## src/rtl/clnib_pkg.sv

```systemverilog
package clnib_pkg;

    // Configuration register indexes.
    typedef enum logic [1:0] {
        CFG_SHORT_WAIT = 2'd0,
        CFG_LONG_WAIT  = 2'd1,
        CFG_POWER_WAIT = 2'd2
    } cfg_index_t;

    localparam int unsigned CFG_DATA_W  = 20;
    localparam int unsigned WAIT_W      = 20;
    localparam int unsigned PTR_W       = 6;
    localparam int unsigned PROG_LEN    = 28;

    localparam logic [15:0] SHORT_WAIT_RESET = 16'd50;
    localparam logic [15:0] LONG_WAIT_RESET  = 16'd2000;
    localparam logic [19:0] POWER_WAIT_RESET = 20'd1000000;

    // Pin register layout: RS, EN, D7..D4.
    localparam int unsigned PIN_RS_BIT = 5;
    localparam int unsigned PIN_EN_BIT = 4;

    typedef enum logic [2:0] {
        MODE_TICK    = 3'd0,
        MODE_INIT    = 3'd1,
        MODE_CLEAR   = 3'd2,
        MODE_CHAR    = 3'd3,
        MODE_NEWLINE = 3'd4
    } mode_t;

    typedef enum logic [2:0] {
        CMD_IDLE    = 3'd0,
        CMD_INIT    = 3'd1,
        CMD_CLEAR   = 3'd2,
        CMD_CHAR    = 3'd3,
        CMD_NEWLINE = 3'd4
    } cmd_t;

    typedef enum logic [1:0] {
        KIND_TICK   = 2'd0,
        KIND_CMD    = 2'd1,
        KIND_IGNORE = 2'd2
    } kind_t;

    typedef enum logic [2:0] {
        OP_END = 3'd0,
        OP_HI  = 3'd1,
        OP_LO  = 3'd2,
        OP_CH  = 3'd3,
        OP_CL  = 3'd4,
        OP_SW  = 3'd5,
        OP_LW  = 3'd6,
        OP_PW  = 3'd7
    } op_t;

    typedef struct packed {
        op_t        op;
        logic [3:0] nib;
    } step_t;

    typedef struct packed {
        logic [2:0] mode;
        logic [7:0] char_code;
    } in_item_t;

    typedef struct packed {
        logic       reg_select;
        logic       enable_pin;
        logic [3:0] data_nibble;
        logic       backlight;
        logic       busy_res;
        logic       rejected;
    } out_item_t;

    // Classified item held between the front end and the sequencer.
    typedef struct packed {
        kind_t      kind;
        cmd_t       cmd;
        logic [7:0] char_code;
    } fq_entry_t;

    function automatic step_t mk(op_t op, logic [3:0] nib);
        step_t s;
        s.op  = op;
        s.nib = nib;
        return s;
    endfunction

    // Fixed nibble programs. Anything past the end of a program is OP_END.
    function automatic step_t prog_step(cmd_t cmd, logic [PTR_W-1:0] ptr);
        step_t      s;
        logic [4:0] idx;
        s   = mk(OP_END, 4'h0);
        idx = ptr[4:0];
        if (ptr < PTR_W'(PROG_LEN))
        begin
            case (cmd)
                CMD_INIT:
                begin
                    case (idx)
                        5'd0:    s = mk(OP_PW, 4'h0);
                        5'd1:    s = mk(OP_HI, 4'h2);
                        5'd2:    s = mk(OP_LO, 4'h0);
                        5'd3:    s = mk(OP_SW, 4'h0);
                        5'd4:    s = mk(OP_HI, 4'h2);
                        5'd5:    s = mk(OP_LO, 4'h0);
                        5'd6:    s = mk(OP_HI, 4'h8);
                        5'd7:    s = mk(OP_LO, 4'h0);
                        5'd8:    s = mk(OP_SW, 4'h0);
                        5'd9:    s = mk(OP_HI, 4'h0);
                        5'd10:   s = mk(OP_LO, 4'h0);
                        5'd11:   s = mk(OP_HI, 4'hF);
                        5'd12:   s = mk(OP_LO, 4'h0);
                        5'd13:   s = mk(OP_SW, 4'h0);
                        5'd14:   s = mk(OP_HI, 4'h0);
                        5'd15:   s = mk(OP_LO, 4'h0);
                        5'd16:   s = mk(OP_HI, 4'h1);
                        5'd17:   s = mk(OP_LO, 4'h0);
                        5'd18:   s = mk(OP_LW, 4'h0);
                        5'd19:   s = mk(OP_LW, 4'h0);
                        5'd20:   s = mk(OP_HI, 4'h0);
                        5'd21:   s = mk(OP_LO, 4'h0);
                        5'd22:   s = mk(OP_HI, 4'h6);
                        5'd23:   s = mk(OP_LO, 4'h0);
                        5'd24:   s = mk(OP_SW, 4'h0);
                        5'd25:   s = mk(OP_LW, 4'h0);
                        default: s = mk(OP_END, 4'h0);
                    endcase
                end
                CMD_CLEAR:
                begin
                    case (idx)
                        5'd0:    s = mk(OP_HI, 4'h0);
                        5'd1:    s = mk(OP_LO, 4'h0);
                        5'd2:    s = mk(OP_HI, 4'h1);
                        5'd3:    s = mk(OP_LO, 4'h0);
                        5'd4:    s = mk(OP_LW, 4'h0);
                        5'd5:    s = mk(OP_LW, 4'h0);
                        default: s = mk(OP_END, 4'h0);
                    endcase
                end
                CMD_CHAR:
                begin
                    case (idx)
                        5'd0:    s = mk(OP_CH, 4'h0);
                        5'd1:    s = mk(OP_LO, 4'h0);
                        5'd2:    s = mk(OP_CL, 4'h0);
                        5'd3:    s = mk(OP_LO, 4'h0);
                        5'd4:    s = mk(OP_SW, 4'h0);
                        default: s = mk(OP_END, 4'h0);
                    endcase
                end
                CMD_NEWLINE:
                begin
                    case (idx)
                        5'd0:    s = mk(OP_HI, 4'hC);
                        5'd1:    s = mk(OP_LO, 4'h0);
                        5'd2:    s = mk(OP_HI, 4'h0);
                        5'd3:    s = mk(OP_LO, 4'h0);
                        5'd4:    s = mk(OP_LW, 4'h0);
                        5'd5:    s = mk(OP_LW, 4'h0);
                        default: s = mk(OP_END, 4'h0);
                    endcase
                end
                default: s = mk(OP_END, 4'h0);
            endcase
        end
        return s;
    endfunction

endpackage

```

## src/rtl/clnib_front.sv

```systemverilog
module clnib_front (
    input  logic                 clk,
    input  logic                 rst_n,
    input  logic                 push,
    output logic                 full,
    input  clnib_pkg::in_item_t  item,
    output logic                 fq_valid,
    output clnib_pkg::fq_entry_t fq_data,
    input  logic                 fq_take
);

    clnib_pkg::fq_entry_t entry_reg [2];
    clnib_pkg::fq_entry_t classified;
    logic       wr_ptr_reg, wr_ptr_next;
    logic       rd_ptr_reg, rd_ptr_next;
    logic [1:0] count_reg, count_next;
    logic       accept;
    logic       take;

    // Sort the beat into tick, command or meaningless code.
    always_comb
    begin
        classified.cmd       = clnib_pkg::CMD_IDLE;
        classified.char_code = item.char_code;
        case (item.mode)
            clnib_pkg::MODE_TICK:
            begin
                classified.kind = clnib_pkg::KIND_TICK;
            end
            clnib_pkg::MODE_INIT,
            clnib_pkg::MODE_CLEAR,
            clnib_pkg::MODE_CHAR,
            clnib_pkg::MODE_NEWLINE:
            begin
                classified.kind = clnib_pkg::KIND_CMD;
                classified.cmd  = clnib_pkg::cmd_t'(item.mode);
            end
            default:
            begin
                classified.kind = clnib_pkg::KIND_IGNORE;
            end
        endcase
    end

    assign full     = (count_reg == 2'd2);
    assign accept   = push && !full;
    assign fq_valid = (count_reg != 2'd0);
    assign take     = fq_take && fq_valid;
    assign fq_data  = entry_reg[rd_ptr_reg];

    always_comb
    begin
        wr_ptr_next = accept ? ~wr_ptr_reg : wr_ptr_reg;
        rd_ptr_next = take ? ~rd_ptr_reg : rd_ptr_reg;
        count_next  = count_reg + {1'b0, accept} - {1'b0, take};
    end

    always_ff @(posedge clk)
    begin
        if (accept)
        begin
            entry_reg[wr_ptr_reg] <= classified;
        end
    end

    always_ff @(posedge clk or negedge rst_n)
    begin
        if (!rst_n)
        begin
            wr_ptr_reg <= 1'b0;
            rd_ptr_reg <= 1'b0;
            count_reg  <= 2'd0;
        end
        else
        begin
            wr_ptr_reg <= wr_ptr_next;
            rd_ptr_reg <= rd_ptr_next;
            count_reg  <= count_next;
        end
    end

endmodule

```

## src/rtl/clnib_exec.sv

```systemverilog
module clnib_exec (
    input  logic                                   clk,
    input  logic                                   rst_n,
    input  logic                                   cfg_we,
    input  logic [1:0]                             cfg_index,
    input  logic [clnib_pkg::CFG_DATA_W-1:0]       cfg_data,
    input  logic                                   fq_valid,
    input  clnib_pkg::fq_entry_t                   fq_data,
    output logic                                   fq_take,
    input  logic                                   oq_full,
    output logic                                   oq_push,
    output clnib_pkg::out_item_t                   oq_data
);

    logic [15:0] short_wait_reg;
    logic [15:0] long_wait_reg;
    logic [19:0] power_wait_reg;

    logic [clnib_pkg::PTR_W-1:0]  ptr_reg, ptr_next;
    logic [clnib_pkg::WAIT_W-1:0] wait_reg, wait_next;
    clnib_pkg::cmd_t              cmd_reg, cmd_next;
    logic [7:0]                   char_reg, char_next;
    logic [5:0]                   pins_reg, pins_next;
    logic                         backlight_reg, backlight_next;
    logic                         busy_reg, busy_next;

    clnib_pkg::step_t             cur_step;
    clnib_pkg::step_t             after_step;
    logic [clnib_pkg::PTR_W-1:0]  ptr_inc;
    logic [clnib_pkg::WAIT_W-1:0] wait_len;
    logic [clnib_pkg::WAIT_W-1:0] wait_base;
    logic [clnib_pkg::WAIT_W-1:0] wait_dec;
    logic                         advance;
    logic                         finish;
    logic                         rejected;
    logic                         fire;

    assign fire    = fq_valid && !oq_full;
    assign fq_take = fire;
    assign oq_push = fire;

    assign ptr_inc    = ptr_reg + 1'b1;
    assign cur_step   = clnib_pkg::prog_step(cmd_reg, ptr_reg);
    assign after_step = clnib_pkg::prog_step(cmd_reg, ptr_inc);

    always_comb
    begin
        case (cur_step.op)
            clnib_pkg::OP_SW: wait_len = {4'd0, short_wait_reg};
            clnib_pkg::OP_LW: wait_len = {4'd0, long_wait_reg};
            default:          wait_len = power_wait_reg;
        endcase
        if (wait_len == '0)
        begin
            wait_len = clnib_pkg::WAIT_W'(1);
        end
        wait_base = (wait_reg == '0) ? wait_len : wait_reg;
        wait_dec  = wait_base - 1'b1;
    end

    always_comb
    begin
        ptr_next       = ptr_reg;
        wait_next      = wait_reg;
        cmd_next       = cmd_reg;
        char_next      = char_reg;
        pins_next      = pins_reg;
        backlight_next = backlight_reg;
        busy_next      = busy_reg;
        advance        = 1'b0;
        finish         = 1'b0;
        rejected       = 1'b0;

        case (fq_data.kind)
            clnib_pkg::KIND_TICK:
            begin
                if (busy_reg)
                begin
                    case (cur_step.op)
                        clnib_pkg::OP_HI:
                        begin
                            pins_next = {2'b01, cur_step.nib};
                            advance   = 1'b1;
                        end
                        clnib_pkg::OP_LO:
                        begin
                            pins_next = pins_reg;
                            pins_next[clnib_pkg::PIN_EN_BIT] = 1'b0;
                            advance   = 1'b1;
                        end
                        clnib_pkg::OP_CH:
                        begin
                            pins_next = {2'b11, char_reg[7:4]};
                            advance   = 1'b1;
                        end
                        clnib_pkg::OP_CL:
                        begin
                            pins_next = {2'b11, char_reg[3:0]};
                            advance   = 1'b1;
                        end
                        clnib_pkg::OP_SW,
                        clnib_pkg::OP_LW,
                        clnib_pkg::OP_PW:
                        begin
                            wait_next = wait_dec;
                            advance   = (wait_dec == '0);
                        end
                        default:
                        begin
                            finish = 1'b1;
                        end
                    endcase
                    if (advance)
                    begin
                        ptr_next = ptr_inc;
                        if (after_step.op == clnib_pkg::OP_END)
                        begin
                            finish = 1'b1;
                        end
                    end
                    if (finish)
                    begin
                        if (cmd_reg == clnib_pkg::CMD_INIT)
                        begin
                            backlight_next = 1'b1;
                        end
                        busy_next = 1'b0;
                        cmd_next  = clnib_pkg::CMD_IDLE;
                        ptr_next  = '0;
                        wait_next = '0;
                    end
                end
            end
            clnib_pkg::KIND_CMD:
            begin
                if (busy_reg)
                begin
                    rejected = 1'b1;
                end
                else
                begin
                    cmd_next  = fq_data.cmd;
                    ptr_next  = '0;
                    wait_next = '0;
                    busy_next = 1'b1;
                    if (fq_data.cmd == clnib_pkg::CMD_CHAR)
                    begin
                        char_next = fq_data.char_code;
                    end
                end
            end
            default:
            begin
                rejected = 1'b0;
            end
        endcase
    end

    always_comb
    begin
        oq_data.reg_select  = pins_next[clnib_pkg::PIN_RS_BIT];
        oq_data.enable_pin  = pins_next[clnib_pkg::PIN_EN_BIT];
        oq_data.data_nibble = pins_next[3:0];
        oq_data.backlight   = backlight_next;
        oq_data.busy_res    = busy_next;
        oq_data.rejected    = rejected;
    end

    always_ff @(posedge clk or negedge rst_n)
    begin
        if (!rst_n)
        begin
            short_wait_reg <= clnib_pkg::SHORT_WAIT_RESET;
            long_wait_reg  <= clnib_pkg::LONG_WAIT_RESET;
            power_wait_reg <= clnib_pkg::POWER_WAIT_RESET;
        end
        else if (cfg_we)
        begin
            case (clnib_pkg::cfg_index_t'(cfg_index))
                clnib_pkg::CFG_SHORT_WAIT: short_wait_reg <= cfg_data[15:0];
                clnib_pkg::CFG_LONG_WAIT:  long_wait_reg  <= cfg_data[15:0];
                clnib_pkg::CFG_POWER_WAIT: power_wait_reg <= cfg_data[19:0];
                default:                   power_wait_reg <= power_wait_reg;
            endcase
        end
    end

    always_ff @(posedge clk or negedge rst_n)
    begin
        if (!rst_n)
        begin
            ptr_reg       <= '0;
            wait_reg      <= '0;
            cmd_reg       <= clnib_pkg::CMD_IDLE;
            char_reg      <= '0;
            pins_reg      <= '0;
            backlight_reg <= 1'b0;
            busy_reg      <= 1'b0;
        end
        else if (fire)
        begin
            ptr_reg       <= ptr_next;
            wait_reg      <= wait_next;
            cmd_reg       <= cmd_next;
            char_reg      <= char_next;
            pins_reg      <= pins_next;
            backlight_reg <= backlight_next;
            busy_reg      <= busy_next;
        end
    end

endmodule

```

## src/rtl/clnib_outq.sv

```systemverilog
module clnib_outq (
    input  logic                 clk,
    input  logic                 rst_n,
    input  logic                 oq_push,
    input  clnib_pkg::out_item_t oq_data,
    output logic                 oq_full,
    output logic                 empty,
    input  logic                 pop,
    output clnib_pkg::out_item_t result
);

    clnib_pkg::out_item_t entry_reg [2];
    logic       wr_ptr_reg, wr_ptr_next;
    logic       rd_ptr_reg, rd_ptr_next;
    logic [1:0] count_reg, count_next;
    logic       wr;
    logic       rd;

    assign oq_full = (count_reg == 2'd2);
    assign empty   = (count_reg == 2'd0);
    assign wr      = oq_push && !oq_full;
    assign rd      = pop && !empty;
    assign result  = entry_reg[rd_ptr_reg];

    always_comb
    begin
        wr_ptr_next = wr ? ~wr_ptr_reg : wr_ptr_reg;
        rd_ptr_next = rd ? ~rd_ptr_reg : rd_ptr_reg;
        count_next  = count_reg + {1'b0, wr} - {1'b0, rd};
    end

    always_ff @(posedge clk)
    begin
        if (wr)
        begin
            entry_reg[wr_ptr_reg] <= oq_data;
        end
    end

    always_ff @(posedge clk or negedge rst_n)
    begin
        if (!rst_n)
        begin
            wr_ptr_reg <= 1'b0;
            rd_ptr_reg <= 1'b0;
            count_reg  <= 2'd0;
        end
        else
        begin
            wr_ptr_reg <= wr_ptr_next;
            rd_ptr_reg <= rd_ptr_next;
            count_reg  <= count_next;
        end
    end

endmodule

```

## src/rtl/char_lcd_nibble_sequencer_unit.sv

```systemverilog
// Channel    | Handshake          | Payload                     | Beat accepted when
// -----------+--------------------+-----------------------------+--------------------
// input      | push / full        | item (clnib_pkg::in_item_t) | push && !full
// result     | empty / pop        | result (out_item_t)         | pop && !empty
// config     | cfg_we             | cfg_index, cfg_data         | cfg_we
//
// One input beat is taken every clock while full is low, and each one yields exactly one result beat.
// An accepted beat is written into the front queue; the sequencer steps it out of
// the front queue when the output queue has room and writes it into the output queue.
// Reset clears both queues and the sequencer and loads the default wait lengths.
// full rises when the two-entry front queue holds two beats, which happens only
// after the output queue has filled because nobody pops.

module char_lcd_nibble_sequencer_unit (
    input  logic                             clk,
    input  logic                             rst_n,
    input  logic                             push,
    output logic                             full,
    input  clnib_pkg::in_item_t              item,
    output logic                             empty,
    input  logic                             pop,
    output clnib_pkg::out_item_t             result,
    input  logic                             cfg_we,
    input  logic [1:0]                       cfg_index,
    input  logic [clnib_pkg::CFG_DATA_W-1:0] cfg_data
);

    // Classified beats waiting for the sequencer.
    logic                 fq_valid;
    clnib_pkg::fq_entry_t fq_data;
    logic                 fq_take;

    // Finished result beats going into the output queue.
    logic                 oq_full;
    logic                 oq_push;
    clnib_pkg::out_item_t oq_data;

    // The front end sorts each beat into tick, command or meaningless code and
    // buffers it, so input acceptance does not wait on the sequencer.
    clnib_front u_front (
        .clk      (clk),
        .rst_n    (rst_n),
        .push     (push),
        .full     (full),
        .item     (item),
        .fq_valid (fq_valid),
        .fq_data  (fq_data),
        .fq_take  (fq_take)
    );

    // The sequencer owns the program pointer, the wait counter and the pin
    // register. A tick while busy drives one nibble step or counts down a wait;
    // a command loads a program when idle and is flagged as rejected otherwise.
    // It runs whenever a beat is queued and the output queue has room.
    clnib_exec u_exec (
        .clk       (clk),
        .rst_n     (rst_n),
        .cfg_we    (cfg_we),
        .cfg_index (cfg_index),
        .cfg_data  (cfg_data),
        .fq_valid  (fq_valid),
        .fq_data   (fq_data),
        .fq_take   (fq_take),
        .oq_full   (oq_full),
        .oq_push   (oq_push),
        .oq_data   (oq_data)
    );

    // The output queue holds finished results until the consumer pops them.
    clnib_outq u_outq (
        .clk     (clk),
        .rst_n   (rst_n),
        .oq_push (oq_push),
        .oq_data (oq_data),
        .oq_full (oq_full),
        .empty   (empty),
        .pop     (pop),
        .result  (result)
    );

endmodule

```

## config.mk

```make
export PLATFORM = sky130hd
export DESIGN_NAME = char_lcd_nibble_sequencer_unit
export DESIGN_NICKNAME = d
export VERILOG_FILES = /design/src/rtl/clnib_pkg.sv /design/src/rtl/clnib_front.sv /design/src/rtl/clnib_exec.sv /design/src/rtl/clnib_outq.sv /design/src/rtl/char_lcd_nibble_sequencer_unit.sv
export SDC_FILE = /design/constraint.sdc
export NUM_CORES = 1
export LEC_CHECK = 0
export BUFFER_PORTS_ARGS = -buffer_cell sky130_fd_sc_hd__buf_2
export CORE_UTILIZATION = 46
export CTS_BUF_LIST = sky130_fd_sc_hd__clkbuf_4 sky130_fd_sc_hd__clkbuf_8 sky130_fd_sc_hd__clkbuf_16
export DETAILED_ROUTE_END_ITERATION = 16
export HOLD_SLACK_MARGIN = 0.08
export PLACE_DENSITY = 0.73
export SYNTH_ARGS = -nofsm -noshare
export SYNTH_HDL_FRONTEND = slang
export SYNTH_SLANG_ARGS = --single-unit
```

## constraint.sdc

```tcl
create_clock -name clk -period 9.1 [get_ports clk]
set_input_delay 2.275 -clock clk [delete_from_list [all_inputs] [get_ports clk]]
set_output_delay 2.275 -clock clk [all_outputs]
set_load 0.01 [all_outputs]
```

==> flow_summary.yaml <==
cells_and_area:
  multi_input_area_mm2: 0.00430
  final_area_mm2: 0.00948
  largest_reg_flops: 26
  area_delta_synth_final_pct: 10.8
  diodes: 0
  nFillCells: 1560
  seq_area_mm2: 0.00397
  drive_above_1_share_pct: 27.0
  fin_nets: 871
logic_synthesis:
  syn_nets: 839
  synthCells: 786
  ys.flop_type: "dfrtp_1"
  synth.distinct_cells: 89
  synthArstFlopShare_pct: 70.5
  synth-seq-area-share_pct: 46.4
  syn-cell-area_mm2: 0.00855
  synth.ff_latch_count: 149
  synth_enable_flop_cells: 44
  yosysWarnings: 0
  syn_avg_cell_area_um2: 10.9
routing:
  antenna_left: 0
  drt_iter0_markers: 643
  dr.pass1.iters: 11
  vias: 6401
  wire_per_inst_um: 18.3
  via_per_inst: 6.04
  drt-total-wl_um: 19400
  drcViolationCount: 2
timing:
  fin_setup_tns_ps: 0
  worstMarginPinSlew_ps: 1080
  relSlewSlack_pct: 27.4
  finalMaxSlewViolations: 0
  setup_viol: 0
  hold_viol: 0
  fmax_ghz: 0.144
  fin_worst_skew_ps: 8.83
  whs_ps: 496
  setup_ws_ps: 2150
  min_period_over_period_pct: 76.3
  finalCriticalPeriod_ps: 6950
  grt_setup_unrepaired: "no"
place:
  pre_cts_slack_ps: 2220
  globalplace.congestion: 0.969
  placed_cell_area_mm2: 0.00892
  hpwlAfterDp_um: 13900
  portBuffers: 48
die:
  core-area_mm2: 0.0181
  die_area_mm2: 0.0191
  die_w_um: 138
  start_util_pct: 47.3
  fp.dieH_um: 138
  io_pins: 49
  row_count: 49
outcome:
  outcome: "finished, violations left"
  violations: "design-rule violations"
setup_path:
  reg2reg_from: "u_exec.ptr_reg[0]"
  r2r-end: "u_exec.wait_reg[10]"
  required_ps: 9370
  crit_arrival_ps: 7210
  r2r_setup_slack_ps: 2150
  crit_path_max_fanout: 19
  cp-end-kind: "flop"
  worst_r2r_path_depth: 19
  endpoint: "u_exec.wait_reg[10]"
  cp-startpoint: "u_exec.ptr_reg[0]"
  start_kind: "flop"
  worstSetupPathType: "reg2reg"
clock_tree:
  clk_latency_ps: 420
  ctsResizeCount: 0
  ctsHoldBuffers: 0
  cts_tree: "done"
  cts_buffers: 17
  clkSinkCount: 149
  cts_setup_buffers: 0
  cts.clk_slew.worst_paths_ps: 70
  root_buffer: "clkbuf_16"
  htreeDepth: 4
  cts_max_path_buffers: 2
global_routing:
  grt_max_degree: 72
  track_usage_pct: 20.9
  grt_pass1_wl_um: 32300
  grt_pass1_vias: 6263
  overflow: 0
  antenna_found_initial: 0
min_path:
  hold_class: "reg2reg"
flow_run:
  cap_violations: 0
-- kinds of logic after synthesis --
family / Yosys count / share of synthesized area, %
DFF: 149 / 46.4
muxes: 88 / 11.3
xor gates and xnor gates: 22 / 2.34
AOI/OAI and AO/OA: 217 / 20.3
and+or+nand+nor: 233 / 14.1
buffers and inverters: 62 / 3.36
adders and majority gates: 15 / 2.19
-- final cells by class --
cell class	instances	area share [%]
clock buffer	19	4.71
multi-input combinational	575	45.4
inverter	22	0.871
clock inverter	13	1.19
timing repair buffer	53	2.96
tap	229	3.02
sequential	149	41.9
-- metrics by stage --
stage / cells / utilization [%]
2_1_floorplan: 786 / -
3_3_place_gp: 1028 / 49.3
3_5_place_dp: 1028 / 49.3
4_1_cts: 1060 / 52.4
5_1_grt: 1060 / 52.4
6_report: 1060 / 52.4
-- routing by layer --
layer / up-vias / GRT usage (%) / wire, um
met1: 3147 / 28.8 / 9200
met5: - / 0 / 0
met3: 42 / 4.64 / 979
li1: 3025 / - / -
met2: 187 / 31.8 / 8770
met4: 0 / 8.87 / 471
-- synth_stat cells, drive strengths merged (5+ instances only) --
master	instances	area [um^2]
inv	22	82.6
nor4	9	56.3
o221ai	5	50.0
xor2	7	61.3
o22a	8	70.1
nor3	14	70.1
dfstp	16	420
o41ai	5	43.8
a21oi	39	221
clkbuf	24	90.1
nand3	11	55.1
a31oi	7	43.8
a2bb2oi	5	43.8
xnor2	15	139
o2bb2ai	19	223
and3	12	75.1
a22o	9	78.8
o21ai	38	198
nand2	56	210
or2	5	31.3
mux2	72	811
mux2i	16	160
or3b	5	46.3
ha	15	188
nor2	66	250
edfxtp	44	1320
or3	5	31.3
dfrtp	89	2230
a21o	7	52.6
o211ai	5	47.5
nand2b	9	58.8
nor2b	11	68.8
buf	16	115
a211oi	10	110
o22ai	15	93.8
nand3b	5	37.5
and2	5	31.3
o21a	7	52.6
-- critical path, cell delays in order (launching register included) --
cell	delay, ps
dfrtp_1	630
inv_1	160
ha_1	370
a211oi_1	290
a211oi_2	70
a21oi_1	380
o211ai_2	480
a21oi_4	530
mux2_2	420
and3_1	200
a41oi_4	340
ha_1	250
nand4_1	150
a2111oi_2	530
mux2_2	240
nand4_1	80
nor4b_2	270
a21o_1	490
or3_1	740
o2bb2ai_1	160
-- worst min-delay path by stage --
stage	from	endpoint	slack, ps	cells after the start
5_1_grt	u_exec.char_reg[4]	u_exec.char_reg[4]	510	2
6_report	u_front.wr_ptr_reg	u_front.wr_ptr_reg	500	1
4_1_cts	u_exec.char_reg[7]	u_exec.char_reg[7]	500	2
3_3_place_gp	u_exec.char_reg[2]	u_exec.char_reg[2]	470	2
3_5_place_dp	u_exec.char_reg[7]	u_exec.char_reg[7]	480	2
2_1_floorplan	u_exec.char_reg[0]	u_exec.char_reg[0]	450	2
-- placed cells by master (no fill, tap or decap), types with 5 or more instances in the layout --
cell       count
dfrtp_1       89
mux2_2        72
nor2_1        65
nand2_1       56
buf_2         47
edfxtp_1      44
a21oi_1       36
o21ai_0       33
inv_1         20
clkbuf_16     17
mux2i_1       16
dfstp_2       16
o22ai_1       15
ha_1          15
nor3_1        14
xnor2_1       14
and3_1        12
nor2b_1       11
nand3_1       11
o2bb2ai_1     10
nor4_1         9
o2bb2ai_2      9
a22o_1         9
nand2b_1       8
o22a_1         8
a31oi_1        7
a21o_1         7
xor2_1         7
o21a_1         7
a211oi_1       6
buf_4          6
or3_1          5
nand3b_1       5
a2bb2oi_1      5
and2_1         5
o41ai_1        5
inv_6          5
Power is left out: the tool's default activity adds up to more than one toggle a clock period on the data nets, which glitch-free logic cannot reach.
